[src/rtl/tpq_pkg.sv]
// tpq_pkg: shared types, codes and helper functions for the tag presence qualifier.
// Used by tpq_cfg, tpq_state and tag_presence_qualifier; depends on nothing.
package tpq_pkg;

    localparam int UID_BYTES = 7;
    localparam int UID_W     = 8 * UID_BYTES;
    localparam int LEN_W     = 3;
    localparam int HIT_W     = 8;
    localparam int GRACE_W   = 16;
    localparam int TIME_W    = 32;
    localparam int CFG_W     = 16;
    localparam int CFG_IDX_W = 2;

    localparam logic [HIT_W-1:0] HIT_MAX = '1;

    // Scan result codes
    localparam logic [1:0] SCAN_MISS  = 2'd0;
    localparam logic [1:0] SCAN_FOUND = 2'd1;
    localparam logic [1:0] SCAN_FAIL  = 2'd2;

    // Configuration register indexes
    localparam logic [CFG_IDX_W-1:0] CFG_PRESENT_HITS = 2'd0;
    localparam logic [CFG_IDX_W-1:0] CFG_REMOVE_HITS  = 2'd1;
    localparam logic [CFG_IDX_W-1:0] CFG_REMOVE_GRACE = 2'd2;
    localparam logic [CFG_IDX_W-1:0] CFG_EMPTY_RECOV  = 2'd3;

    typedef struct packed {
        logic [1:0]        scan_result;
        logic [UID_W-1:0]  uid;
        logic [LEN_W-1:0]  uid_len;
        logic [TIME_W-1:0] now_ms;
    } in_word_t;

    typedef struct packed {
        logic              present;
        logic              changed;
        logic [UID_W-1:0]  tag_uid;
        logic [LEN_W-1:0]  tag_len;
        logic              reader_restart;
    } out_word_t;

    typedef struct packed {
        logic [HIT_W-1:0]   confirm_reads;
        logic [HIT_W-1:0]   absent_reads;
        logic [GRACE_W-1:0] absent_grace_ms;
        logic [GRACE_W-1:0] empty_recovery_ms;
    } cfg_t;

    // Keep only the bytes below len.
    function automatic logic [UID_W-1:0] uid_mask(input logic [LEN_W-1:0] len);
        logic [UID_W-1:0] m;
        m = '0;
        for (int i = 0; i < UID_BYTES; i++)
        begin
            if ((LEN_W+1)'(i) < {1'b0, len})
            begin
                m[i*8 +: 8] = 8'hFF;
            end
        end
        return m;
    endfunction

    function automatic logic [HIT_W-1:0] sat_inc(input logic [HIT_W-1:0] v);
        return (v == HIT_MAX) ? HIT_MAX : v + HIT_W'(1);
    endfunction

endpackage

[src/rtl/tag_presence_qualifier.sv]
// tag_presence_qualifier: top level with input and result registers around tpq_state.
// Depends on tpq_pkg, tpq_cfg and tpq_state.
//
// Debounces reader polls into a confirmed tag presence. Each accepted poll word
// yields exactly one result word. A poll is captured in an input register, the
// presence state is updated from it, and the result lands in an output
// register; a new poll is accepted every cycle as long as the result register
// is free or being drained, so sustained throughput is one word per clock. The
// state update, with its 32-bit elapsed-time subtracts and compares, is
// combinational between the input and output registers. Configuration writes
// take effect at once and should be issued only while no poll is in flight.
module tag_presence_qualifier (
    input  logic                          clk,
    input  logic                          rst_n,
    input  logic                          item_valid,
    output logic                          item_ready,
    input  tpq_pkg::in_word_t             item,
    output logic                          result_valid,
    input  logic                          result_ready,
    output tpq_pkg::out_word_t            result,
    input  logic                          cfg_we,
    input  logic [tpq_pkg::CFG_IDX_W-1:0] cfg_index,
    input  logic [tpq_pkg::CFG_W-1:0]     cfg_data
);
    import tpq_pkg::*;

    logic      s1_valid_reg, s1_valid_next;
    in_word_t  s1_word_reg;
    logic      out_valid_reg, out_valid_next;
    out_word_t out_word_reg;
    out_word_t result_next;
    cfg_t      cfg;
    logic      advance;
    logic      take;

    tpq_cfg u_cfg (
        .clk       (clk),
        .rst_n     (rst_n),
        .cfg_we    (cfg_we),
        .cfg_index (cfg_index),
        .cfg_data  (cfg_data),
        .cfg       (cfg)
    );

    tpq_state u_state (
        .clk         (clk),
        .rst_n       (rst_n),
        .step        (advance),
        .item        (s1_word_reg),
        .cfg         (cfg),
        .result_next (result_next)
    );

    // Advance the held poll when the result register is empty or draining.
    assign advance    = s1_valid_reg && (!out_valid_reg || result_ready);
    assign item_ready = !s1_valid_reg || advance;
    assign take       = item_valid && item_ready;

    always_comb
    begin
        s1_valid_next  = take || (s1_valid_reg && !advance);
        out_valid_next = advance || (out_valid_reg && !result_ready);
    end

    always_ff @(posedge clk or negedge rst_n)
    begin
        if (!rst_n)
        begin
            s1_valid_reg  <= 1'b0;
            out_valid_reg <= 1'b0;
        end
        else
        begin
            s1_valid_reg  <= s1_valid_next;
            out_valid_reg <= out_valid_next;
        end
    end

    always_ff @(posedge clk)
    begin
        if (take)
        begin
            s1_word_reg <= item;
        end
        if (advance)
        begin
            out_word_reg <= result_next;
        end
    end

    assign result_valid = out_valid_reg;
    assign result       = out_word_reg;

    // Back pressure only comes from a stalled, full result register.
    a_stall_cause: assert property (@(posedge clk) disable iff (!rst_n)
        !item_ready |-> (s1_valid_reg && out_valid_reg && !result_ready))
        else $error("input stalled without a blocked result");

    a_present_len: assert property (@(posedge clk) disable iff (!rst_n)
        result_valid |-> (result.present == (result.tag_len != '0)))
        else $error("result presence and length disagree");

    a_restart_empty: assert property (@(posedge clk) disable iff (!rst_n)
        (result_valid && result.reader_restart) |-> (!result.present && !result.changed))
        else $error("reader restart raised while a tag is held");

endmodule

[src/rtl/tpq_cfg.sv]
// tpq_cfg: configuration register file of the tag presence qualifier.
// Depends on tpq_pkg for the register indexes and the cfg_t struct.
module tpq_cfg (
    input  logic                          clk,
    input  logic                          rst_n,
    input  logic                          cfg_we,
    input  logic [tpq_pkg::CFG_IDX_W-1:0] cfg_index,
    input  logic [tpq_pkg::CFG_W-1:0]     cfg_data,
    output tpq_pkg::cfg_t                 cfg
);
    import tpq_pkg::*;

    cfg_t cfg_reg;
    cfg_t cfg_next;

    always_comb
    begin
        cfg_next = cfg_reg;
        if (cfg_we)
        begin
            unique case (cfg_index)
                CFG_PRESENT_HITS: cfg_next.confirm_reads     = cfg_data[HIT_W-1:0];
                CFG_REMOVE_HITS:  cfg_next.absent_reads      = cfg_data[HIT_W-1:0];
                CFG_REMOVE_GRACE: cfg_next.absent_grace_ms   = cfg_data[GRACE_W-1:0];
                CFG_EMPTY_RECOV:  cfg_next.empty_recovery_ms = cfg_data[GRACE_W-1:0];
                default:          cfg_next = cfg_reg;
            endcase
        end
    end

    always_ff @(posedge clk or negedge rst_n)
    begin
        if (!rst_n)
        begin
            cfg_reg.confirm_reads     <= HIT_W'(1);
            cfg_reg.absent_reads      <= HIT_W'(3);
            cfg_reg.absent_grace_ms   <= GRACE_W'(500);
            cfg_reg.empty_recovery_ms <= GRACE_W'(2500);
        end
        else
        begin
            cfg_reg <= cfg_next;
        end
    end

    assign cfg = cfg_reg;

endmodule

[src/rtl/tpq_state.sv]
// tpq_state: presence state registers and the one-word update logic.
// Depends on tpq_pkg; the result word is combinational, registered by the top level.
module tpq_state (
    input  logic               clk,
    input  logic               rst_n,
    input  logic               step,
    input  tpq_pkg::in_word_t  item,
    input  tpq_pkg::cfg_t      cfg,
    output tpq_pkg::out_word_t result_next
);
    import tpq_pkg::*;

    logic              is_present_reg,      is_present_next;
    logic [UID_W-1:0]  confirmed_uid_reg,   confirmed_uid_next;
    logic [LEN_W-1:0]  confirmed_len_reg,   confirmed_len_next;
    logic [UID_W-1:0]  candidate_uid_reg,   candidate_uid_next;
    logic [LEN_W-1:0]  candidate_len_reg,   candidate_len_next;
    logic [HIT_W-1:0]  candidate_count_reg, candidate_count_next;
    logic [HIT_W-1:0]  miss_count_reg,      miss_count_next;
    logic [TIME_W-1:0] last_seen_reg,       last_seen_next;
    logic [TIME_W-1:0] last_restart_reg,    last_restart_next;

    logic [LEN_W-1:0]  len_c;
    logic [UID_W-1:0]  uid_m;
    logic              is_found;
    logic              is_miss;
    logic              match_conf;
    logic              match_cand;
    logic [HIT_W-1:0]  cand_hits;
    logic [HIT_W-1:0]  miss_hits;
    logic [TIME_W-1:0] since_seen;
    logic [TIME_W-1:0] since_restart;
    logic              restart;

    always_comb
    begin
        // Clamp the length, zero the bytes above it.
        if ({1'b0, item.uid_len} > (LEN_W+1)'(UID_BYTES))
        begin
            len_c = LEN_W'(UID_BYTES);
        end
        else
        begin
            len_c = item.uid_len;
        end
        uid_m = item.uid & uid_mask(len_c);

        // Found with zero length and the unused code count as read failure.
        is_found = (item.scan_result == SCAN_FOUND) && (len_c != '0);
        is_miss  = (item.scan_result == SCAN_MISS);

        // Stored identifiers are already masked, so whole-word compares suffice.
        match_conf = (len_c == confirmed_len_reg) && (uid_m == confirmed_uid_reg);
        match_cand = (len_c == candidate_len_reg) && (uid_m == candidate_uid_reg);

        cand_hits     = match_cand ? sat_inc(candidate_count_reg) : HIT_W'(1);
        miss_hits     = sat_inc(miss_count_reg);
        since_seen    = item.now_ms - last_seen_reg;
        since_restart = item.now_ms - last_restart_reg;

        is_present_next      = is_present_reg;
        confirmed_uid_next   = confirmed_uid_reg;
        confirmed_len_next   = confirmed_len_reg;
        candidate_uid_next   = candidate_uid_reg;
        candidate_len_next   = candidate_len_reg;
        candidate_count_next = candidate_count_reg;
        miss_count_next      = miss_count_reg;
        last_seen_next       = last_seen_reg;
        last_restart_next    = last_restart_reg;
        restart              = 1'b0;

        priority if (is_found)
        begin
            last_restart_next = item.now_ms;
            miss_count_next   = '0;
            if (is_present_reg && match_conf)
            begin
                last_seen_next       = item.now_ms;
                candidate_count_next = '0;
            end
            else if (is_present_reg && !match_cand)
            begin
                candidate_uid_next   = uid_m;
                candidate_len_next   = len_c;
                candidate_count_next = HIT_W'(1);
            end
            else
            begin
                candidate_uid_next   = uid_m;
                candidate_len_next   = len_c;
                candidate_count_next = cand_hits;
                if (cand_hits >= cfg.confirm_reads)
                begin
                    confirmed_uid_next   = uid_m;
                    confirmed_len_next   = len_c;
                    last_seen_next       = item.now_ms;
                    candidate_count_next = '0;
                    is_present_next      = 1'b1;
                end
            end
        end
        else if (is_miss)
        begin
            candidate_count_next = '0;
            if (is_present_reg)
            begin
                miss_count_next = miss_hits;
                if ((miss_hits >= cfg.absent_reads)
                    && (since_seen >= TIME_W'(cfg.absent_grace_ms)))
                begin
                    confirmed_uid_next = '0;
                    confirmed_len_next = '0;
                    candidate_uid_next = '0;
                    candidate_len_next = '0;
                    miss_count_next    = '0;
                    is_present_next    = 1'b0;
                end
            end
            else if (since_restart >= TIME_W'(cfg.empty_recovery_ms))
            begin
                last_restart_next = item.now_ms;
                restart           = 1'b1;
            end
        end
        else
        begin
            candidate_count_next = '0;
        end

        result_next.present        = is_present_next;
        result_next.changed        = is_present_next ^ is_present_reg;
        result_next.tag_uid        = confirmed_uid_next;
        result_next.tag_len        = confirmed_len_next;
        result_next.reader_restart = restart;
    end

    always_ff @(posedge clk or negedge rst_n)
    begin
        if (!rst_n)
        begin
            is_present_reg      <= 1'b0;
            confirmed_uid_reg   <= '0;
            confirmed_len_reg   <= '0;
            candidate_uid_reg   <= '0;
            candidate_len_reg   <= '0;
            candidate_count_reg <= '0;
            miss_count_reg      <= '0;
            last_seen_reg       <= '0;
            last_restart_reg    <= '0;
        end
        else if (step)
        begin
            is_present_reg      <= is_present_next;
            confirmed_uid_reg   <= confirmed_uid_next;
            confirmed_len_reg   <= confirmed_len_next;
            candidate_uid_reg   <= candidate_uid_next;
            candidate_len_reg   <= candidate_len_next;
            candidate_count_reg <= candidate_count_next;
            miss_count_reg      <= miss_count_next;
            last_seen_reg       <= last_seen_next;
            last_restart_reg    <= last_restart_next;
        end
    end

    // A confirmed tag always has a nonzero length; an empty reader holds none.
    a_present_len: assert property (@(posedge clk) disable iff (!rst_n)
        is_present_reg == (confirmed_len_reg != '0))
        else $error("presence flag and confirmed length disagree");

    a_empty_no_miss: assert property (@(posedge clk) disable iff (!rst_n)
        !is_present_reg |-> (miss_count_reg == '0))
        else $error("miss count nonzero while empty");

    a_empty_uid_zero: assert property (@(posedge clk) disable iff (!rst_n)
        !is_present_reg |-> (confirmed_uid_reg == '0))
        else $error("confirmed identifier kept while empty");

endmodule
[config.mk]
export PLATFORM = sky130hd
export DESIGN_NAME = tag_presence_qualifier
export DESIGN_NICKNAME = d
export VERILOG_FILES = /design/src/rtl/tpq_pkg.sv /design/src/rtl/tag_presence_qualifier.sv /design/src/rtl/tpq_cfg.sv /design/src/rtl/tpq_state.sv
export SDC_FILE = /design/constraint.sdc
export NUM_CORES = 1
export LEC_CHECK = 0
export ABC_AREA = 1
export BUFFER_PORTS_ARGS = -buffer_cell sky130_fd_sc_hd__clkbuf_2
export CORE_ASPECT_RATIO = 1.5
export CORE_UTILIZATION = 55
export CTS_CLUSTER_SIZE = 10
export DETAILED_ROUTE_END_ITERATION = 10
export HOLD_SLACK_MARGIN = 0.08
export PLACE_DENSITY = 0.72
export SLEW_MARGIN = 10
export SYNTH_ARGS = -nofsm -noshare
export SYNTH_HDL_FRONTEND = slang
export SYNTH_SLANG_ARGS = --single-unit
[constraint.sdc]
create_clock -name clk -period 5.15 [get_ports clk]
set_clock_uncertainty 0.1 [all_clocks]
set_input_delay 0.515 -clock clk [delete_from_list [all_inputs] [get_ports clk]]
set_output_delay 0.515 -clock clk [all_outputs]
set_load 0.05 [all_outputs]
Word-level counts from Yosys, hierarchy flattened
Index checks and enable logic that the tools add are counted.

Bitwise gates (word level): 3. Reductions and logical operators: 36. Eq/ne operators: 13. Magnitude comparators: 11. Add/sub/neg operators: 4. Muxes and demuxes: 57.

Operator list (count): $mux W56 (12); $mux W32 (7); $mux W8 (18); $eq A56 B56 Y1 (2); $ge A32 B16 Y1 (2); $sub A32 B32 Y32 (2); $and A56 B56 Y56 (1); $mux W3 (12); $add A8 B1 Y8 const B (2); $eq A8 B8 Y1 const B (2); $ge A8 B8 Y1 (2); $logic_and A1 B1 Y1 (10); $reduce_bool A2 Y1 (5); $lt A3 B3 Y1 const A (3); $mux W1 (8); $reduce_and A2 Y1 (4); $reduce_and A4 Y1 (2); $eq A3 B3 Y1 (2); $lt A1 B3 Y1 const A (2); $lt A2 B3 Y1 const A (2); $logic_not A1 Y1 (5); $reduce_and A5 Y1 (1); $eq A2 B1 Y1 const B (2); $eq A2 B2 Y1 const B (2); 9 further kinds (14).

Output and inout port bits: 64. Logic and storage cells: 148. Bits in registers: 404. Input bits: 116.

Longest topological paths before layout
Gate-level depths: netlist (run 1).

Depth after elaboration: 12. Depth in mapped cells: 31.

Hierarchy
From an unflattened synthesis (run 1), not the netlist that was laid out.

Cell total of the unflattened synthesis: 3553. Area total of the unflattened synthesis: 25743.4 µm².

By module, submodules not included: tpq_state (seq. area each 4979.8 µm², cells an instance 3171, instances 1, area an instance 18906.9 µm²); tag_presence_qualifier (seq. area each 4704.5 µm², cells an instance 167, instances 1, area an instance 4749.6 µm²); tpq_cfg (seq. area each 1218.7 µm², cells an instance 215, instances 1, area an instance 2087.0 µm²).

Worst setup path after synthesis (run 1)
Ideal clock, no wire load.

Path type: register to register. Start point: register s1_word_reg[33] (netlist name). End point: register u_state.confirmed_len_reg[0]. Setup time: 0.074 ns. Arrival time: 3.947 ns. Stages on the path, launching flop included: 29. Data required time: 4.976 ns. Setup slack: 1.029 ns. Path buffers: 4. Path through: edfxtp_1 > buf_2 > o21ai_1 > inv_1 > nand2_1 > xor2_1 > nand2_1 > nor3_1 > nand2_1 > nor2_1 > nand3_2 > clkbuf_1 > a31oi_1 > ha_1 > a21oi_1 > nor2_1 > a211oi_1 > nand3_1 > inv_1 > clkbuf_1 > clkbuf_1 > nand2_1 > o21ai_0 > nand2_1 > nand2_1 > nand2_1 > nand2_1 > nand2_1 > nand2_1.

RTL lines: start, declared (line tag_presence_qualifier.sv:28) `in_word_t s1_word_reg;`; start signal, assigned (line tag_presence_qualifier.sv:83) `s1_word_reg <= item;`; end signal, assigned (line tpq_state.sv:155) `confirmed_len_reg <= confirmed_len_next;`; end, declared (line tpq_state.sv:15) `logic [LEN_W-1:0] confirmed_len_reg, confirmed_len_next;`.

==> results.py, run 1 <==
metrics = {
    "run_status": {
        "status": "finished clean",
    },
    "setup_path": {
        "cp_common_cell": "nand2_1",
        "worstPathRequired_ps": 5590,
        "path_buf_inv": 4,
        "crit-reg2reg-launch": "s1_word_reg[34]$_DFFE_PP_",
        "cp-start-kind": "register",
        "crit_arrival_ps": 5360,
        "r2r-end": "u_state.confirmed_uid_reg[16]$_DFFE_PN0P_",
        "critPathSlowestCell": "edfxtp_1",
        "crit_path_max_incr_delay_ps": 500,
        "critPathTopFamily": "simple AND/OR/NAND/NOR gates",
        "end_kind": "register",
        "reg2reg_depth": 26,
        "worstSetupPathType": "reg -> reg",
        "r2r_slack_ps": 220,
        "cp_max_fo": 78,
    },
    "pwr": {
        "irDropWorstVdd_mv": 0.348,
        "leakage_nw": 14.9,
        "powerDensity_nw_per_um2": 459,
    },
    "clock_tree": {
        "h-tree-depth": 2,
        "cts.sink_count": 404,
        "cts_tree": "built",
        "root_buffer": "clkbuf_16",
        "numCtsBuffers": 47,
        "clk_latency_ps": 600,
        "clockBufferDepth": 3,
        "clkTransAtPathRegs_ps": 60,
    },
    "floorplan": {
        "ios": 180,
        "initial_core_util_pct": 55.7,
        "design.die.area_sq_um": 46100,
        "core_sq_um": 44700,
        "row_count": 95,
        "die-width_um": 176,
        "die_h_um": 263,
    },
    "placed_design": {
        "dp_cells": 4095,
        "port_buffers": 179,
        "dpl-instance-area_sq_um": 26300,
        "hpwl_mm": 58.1,
        "place_congestion": 0.994,
    },
    "layout": {
        "stdcell_area_sq_um": 28800,
        "final_util_pct": 64.4,
        "final_nets": 3896,
        "antennaDiodeCount": 0,
        "final_cells": 4283,
        "largest_reg_flops": 93,
        "area_growth_pct": 15.7,
        "drive_gt1_share_pct": 8.81,
    },
    "min_path": {
        "hp-start": "cfg_data[10]",
        "hold_path_end": "u_cfg.cfg[26]$_DFFE_PN0P_",
        "holdCritPathClass": "in -> reg",
        "whs_path_depth": 3,
    },
    "timing": {
        "setup_tns_ps": 0,
        "timing.final.max_slew_violations": 0,
        "slew-limit-headroom_pct": 29.5,
        "max_clock_freq_mhz": 203,
        "fin_crit_ps": 4930,
        "setup_violations": 0,
        "tightest_slew_ps": 1060,
        "period_share_pct": 95.7,
        "hold_viol_final": 0,
    },
    "synthesis": {
        "synth.area.top_cells": "dfrtp_1 (24%), nand2_1 (20%), edfxtp_1 (19%)",
        "synthCells": 3418,
        "async_reset_ff_share_pct": 61.6,
        "synth_top_area_share_pct": 23.6,
        "yosysMostFrequentCell": "nand2_1",
        "synth_edf_count": 155,
        "syn_nets": 3648,
        "yosysTopAreaCell": "dfrtp_1",
        "synth_cell_types": 42,
        "synth.top_cells.by_count": "nand2_1 (1353), inv_1 (405), nand3_1 (356)",
        "ys.flop_type": "dfrtp_1",
        "yosysSeqAreaShare_pct": 43.8,
        "yosysWarnings": 0,
        "synth.avg_cell_area_sq_um": 7.28,
        "ys_ff_latch": 404,
        "synth_area_sq_um": 24900,
    },
    "global_route": {
        "grt_pass1_vias": 24000,
        "grt_max_degree": 113,
        "antenna_found_initial": 0,
        "overflow": 0,
        "grt_pass1_wl_mm": 128,
        "grt.total_usage_pct": 36.1,
    },
    "detailed_routing": {
        "dr_total_vias": 23800,
        "drt_iter0_drc": 2168,
        "wl_per_cell_um": 19.2,
        "antenna_left": 0,
        "wirelength_mm": 82.1,
        "via_per_inst": 5.56,
        "drc": 0,
        "dr.pass1.iters": 6,
    },
    "run": {
        "maxCapViolations": 0,
    },
}
==> metrics by stage <==
stage | setup slack [ps] | power, mW | hold slack [ps]
2_1_floorplan | 1030 | 8.24 | 119
4_1_cts | 241 | 13.2 | 89.1
3_3_place_gp | 427 | 9.81 | 353
3_5_place_dp | 271 | 9.95 | 358
6_report | 222 | 13.2 | 106
5_1_grt | -24.3 | 14.1 | 126
==> worst max path at each step <==
stage	start	endpoint	slack, ps	depth (start not counted)
floorplan	s1_word_reg[33]$_DFFE_PP_	u_state.confirmed_len_reg[0]$_DFFE_PN0P_	1030	28
global placement	s1_word_reg[34]$_DFFE_PP_	u_state.confirmed_uid_reg[20]$_DFFE_PN0P_	430	23
detailed placement	s1_word_reg[34]$_DFFE_PP_	u_state.confirmed_uid_reg[14]$_DFFE_PN0P_	270	23
CTS	s1_word_reg[34]$_DFFE_PP_	u_state.confirmed_uid_reg[16]$_DFFE_PN0P_	240	25
global route	s1_word_reg[34]$_DFFE_PP_	u_state.confirmed_uid_reg[14]$_DFFE_PN0P_	-20	26
finish	s1_word_reg[34]$_DFFE_PP_	u_state.confirmed_uid_reg[16]$_DFFE_PN0P_	220	26
==> power breakdown <==
group / switching, mW / internal (mW) / leakage (nW)
registers: 0.486 / 4.00 / 4.80
logic: 3.80 / 1.78 / 9.44
clock network: 1.38 / 1.76 / 0.662
total: 5.66 / 7.55 / 14.9
==> per-layer routing <==
metal / wire length [um] / part of all wire, % / track usage [%]
met1: 27700 / 34 / 36.9
met2: 43200 / 53 / 65.9
met3: 4390 / 5.3 / 4.14
met4: 6840 / 8.3 / 28.2
met5: 0 / 0 / 0
==> worst register-to-register path: cells and delay by family (launching register included) <==
| kind | cells | cell delay, ps |
|---|---|---|
| AOI/OAI and AO/OA | 5 | 950 |
| adders and majority gates | 1 | 280 |
| buffers and inverters | 4 | 710 |
| DFF | 1 | 500 |
| and+or+nand+nor | 16 | 2300 |
==> placed cells by master (no fill, tap or decap), types with 6 or more instances in the layout <==
master / netlist / layout
clkbuf_1: 58 / 30
xor2_1: 62 / 61
o21ai_0: 161 / 161
dfstp_2: 14 / 14
nand2_1: 1353 / 1350
nor2_1: 197 / 196
nand2_2: 6 / 8
inv_1: 405 / 403
clkbuf_16: 0 / 47
or2_2: 14 / 14
nand3b_1: 9 / 9
buf_4: 6 / 31
xnor2_1: 29 / 29
o22ai_1: 6 / 6
clkbuf_2: 0 / 179
dfrtp_1: 235 / 234
nor3_1: 34 / 33
dlygate4sd3_1: 0 / 98
a21oi_1: 69 / 68
o2111ai_1: 10 / 9
edfxtp_1: 155 / 155
nand4_1: 31 / 31
ha_1: 112 / 112
nand3_1: 356 / 354
nor4_1: 7 / 7
==> layout make-up <==
cell class / instances / area, sq um
clock inverter: 3 / 35.0
inverter: 411 / 1550
multi-input combinational: 2488 / 12000
timing repair buffer: 314 / 2230
tap: 582 / 728
clock buffer: 81 / 1340
sequential: 404 / 10900
fill: 3924 / 15900
==> cell families (layout without fill, tap and decap cells) <==
family,after synthesis,in the layout,synth area share [%]
adder cells (fa/ha/maj),114,114,5.79
AO/OA/AOI/OAI,267,267,5.75
XOR/XNOR,91,91,3.20
flip-flops,404,404,43.8
buffers and inverters,526,809,8.22
AND/OR/NAND/NOR,2016,2016,33.2
==> timing repair <==
action	in CTS	in global routing
buffers inserted	0	6
hold buffers	98	0
resized for setup	0	7
endpoints found under the hold margin	182	0
setup endpoints to repair	0	111
Power figures use the tool's default switching activity.
==> inputs of run 2 (changes only) <==
CORE_ASPECT_RATIO = 0.9   (was 1.5)
==> run 2 against run 1 <==
  * Count of clock-buffer cells in the layout up 2
  * Wire length down 6.9%
  * Critical path depth down 4
  * Register-to-register slack better by 170 ps
  * Total power down 0.63%
  * Final area up 0.21%
  * First-iteration DRC count up 14%
  * Critical endpoint is now u_state.last_seen_reg[25]$_DFFE_PN0P_
  * Largest power group unchanged
==> results.py, run 2 (synthesis results as in run 1) <==
metrics = {
    "run_status": {
        "status": "finished clean",
    },
    "pwr": {
        "irDropWorstVdd_mv": 0.332,
        "p_comb_share_pct": 41.4,
        "powerDensity_nw_per_um2": 455,
        "clkPwrFrac_pct": 24.3,
        "swShare_pct": 42.0,
        "p_switching_mw": 5.51,
        "leakage_nw": 14.9,
        "p_int_mw": 7.61,
        "power_frac_seq_pct": 34.3,
    },
    "detailed_routing": {
        "via_per_inst": 5.48,
        "dr.pass1.iters": 6,
        "wirelength_mm": 76.5,
        "antenna_left": 0,
        "dr_total_vias": 23600,
        "drc": 0,
        "drt_iter0_drc": 2463,
        "wl_per_cell_um": 17.8,
    },
    "placed_design": {
        "hpwl_mm": 53.6,
        "port_buffers": 179,
        "dpl_worst_slack_ps": 107,
        "dpl-instance-area_sq_um": 26300,
        "place_congestion": 0.930,
    },
    "setup_path": {
        "crit_arrival_ps": 5160,
        "crit-reg2reg-launch": "s1_word_reg[34]$_DFFE_PP_",
        "crit_path_max_incr_delay_ps": 510,
        "cp_common_cell": "nand2_1",
        "endpoint": "u_state.last_seen_reg[25]$_DFFE_PN0P_",
        "cp_max_fo": 33,
        "crit_chain": "inv_2 > nand2_2 > nand2_1 > xor2_1 > nand3_1 > nor2_1 > nand2_1 > nor2_1 > nand3_4 > a211oi_1 > ha_1 > nand2_1 > nor2_1 > a211oi_1 > nand3_2 > buf_4 > nand2_1 > nand2_1 > nand2_1 > buf_4 > nand2_1 > nand2_1",
        "end_kind": "register",
        "critPathLaunch": "s1_word_reg[34]$_DFFE_PP_",
        "reg2reg_depth": 22,
        "worstPathRequired_ps": 5550,
        "r2r_slack_ps": 390,
        "path_buf_inv": 3,
        "worstSetupPathType": "reg -> reg",
        "r2r-end": "u_state.last_seen_reg[25]$_DFFE_PN0P_",
        "critPathTopFamily": "simple AND/OR/NAND/NOR gates",
        "cp-start-kind": "register",
        "critPathSlowestCell": "edfxtp_1",
        "crit_cells": 22,
    },
    "floorplan": {
        "core_sq_um": 44400,
        "die-width_um": 226,
        "die_h_um": 204,
        "design.die.area_sq_um": 46100,
        "initial_core_util_pct": 56.1,
        "row_count": 73,
        "ios": 180,
    },
    "global_route": {
        "overflow": 0,
        "grt.total_usage_pct": 33.1,
        "grt_max_degree": 123,
        "grt_pass1_vias": 21800,
        "grt_pass1_wl_mm": 119,
        "antenna_found_initial": 1,
    },
    "layout": {
        "most-common-layout-cells": "nand2_1 (1348), inv_1 (403), nand3_1 (353), dfrtp_1 (234), nor2_1 (196)",
        "antennaDiodeCount": 0,
        "drive_gt1_share_pct": 8.85,
        "n_fill_cell": 3892,
        "area_growth_pct": 15.9,
        "largest_reg_flops": 93,
        "final_util_pct": 65.0,
        "final_common_cell": "nand2_1",
        "stdcell_area_sq_um": 28800,
        "final_nets": 3898,
    },
    "clock_tree": {
        "clk_latency_ps": 600,
        "h-tree-depth": 2,
        "cts_tree": "built",
        "clockBufferDepth": 3,
        "root_buffer": "clkbuf_16",
        "clkTransAtPathRegs_ps": 60,
        "numCtsBuffers": 48,
        "cts.sink_count": 404,
    },
    "timing": {
        "max_clock_freq_mhz": 210,
        "period_share_pct": 92.3,
        "timing.final.max_slew_violations": 0,
        "setup_violations": 0,
        "fin_crit_ps": 4760,
        "setup_tns_ps": 0,
        "whs_ps": 94.3,
        "slew-limit-headroom_pct": 15.3,
        "setup_slack_ps": 395,
        "hold_viol_final": 0,
        "tightest_slew_ps": 1270,
    },
    "min_path": {
        "holdCritPathClass": "in -> reg",
    },
    "run": {
        "maxCapViolations": 0,
    },
}
[run 2: cell types whose count changed in the layout (fill, tap and decap cells not counted), moves of 2 or more]
cell       delta
buf_6         +2
clkbuf_16     +2
clkinv_1      +2
nand2_1       -2
nand2_2       +2
nand3_4       +2
[run 2: per-stage QoR]
step / cells / power [mW]
4_1_cts: 4299 / 13.0
3_5_place_dp: 4114 / 9.77
3_3_place_gp: 4114 / 9.61
6_report: 4306 / 13.1
2_1_floorplan: 3418 / 8.24
5_1_grt: 4306 / 14.0
[run 2: cell type report]
cell class | instances | area (sq um) | area share (%)
clock buffers | 83 | 1380 | 4.80
well taps | 600 | 751 | 2.60
flip-flops and latches | 404 | 10900 | 37.8
inverters | 411 | 1550 | 5.37
multi-input cells | 2489 | 12000 | 41.6
clock inverters | 5 | 41.3 | 0.143
repair buffers | 314 | 2210 | 7.67
[run 2: tightest hold or removal path, delay by kind of cell]
| family | cells | cell delay (ps) |
|---|---|---|
| buffers and inverters | 2 | 160 |
| AOI/OAI and AO/OA | 1 | 90 |
[run 2: what timing repair did]
action,4_1_cts,5_1_grt
setup endpoints to repair,0,202
gates resized for setup,0,11
hold buffers,97,0
setup buffers,0,6
endpoints found under the hold margin,188,0
[run 2: metal layers]
layer,vias to the layer above,wire (um),part of all wire (%),GRT usage [%]
met3,124,6790,8.9,6.84
li1,11400,-,-,-
met2,1003,33100,43,49.7
met5,-,10,0.013,0
met1,11000,35000,46,48.6
met4,2,1660,2.2,8.76
[run 2: power by group through the flow]
stage	Clock, mW	Sequential [mW]	Combinational [mW]
final	3.19	4.50	5.43
after detailed placement	0	4.53	5.23
after CTS	3.21	4.49	5.32
after floorplan	0	4.71	3.54
after global placement	0	4.51	5.10
after global routing	3.35	4.56	6.10
[run 2: worst min path at each step]
stage               cells after the start                                      end  slack (ps)                                  from
floorplan                               0                   result_valid$_DFF_PN0_         120                                 rst_n
global placement                        2  u_state.last_restart_reg[0]$_DFFE_PN0P_         350              s1_word_reg[0]$_DFFE_PP_
detailed placement                      2     u_state.last_seen_reg[4]$_DFFE_PN0P_         360  u_state.last_seen_reg[4]$_DFFE_PN0P_
CTS                                     3                u_cfg.cfg[11]$_DFFE_PN1P_          80                          cfg_data[11]
global route                            3                u_cfg.cfg[11]$_DFFE_PN1P_         110                          cfg_data[11]
finish                                  3                u_cfg.cfg[11]$_DFFE_PN1P_          90                          cfg_data[11]
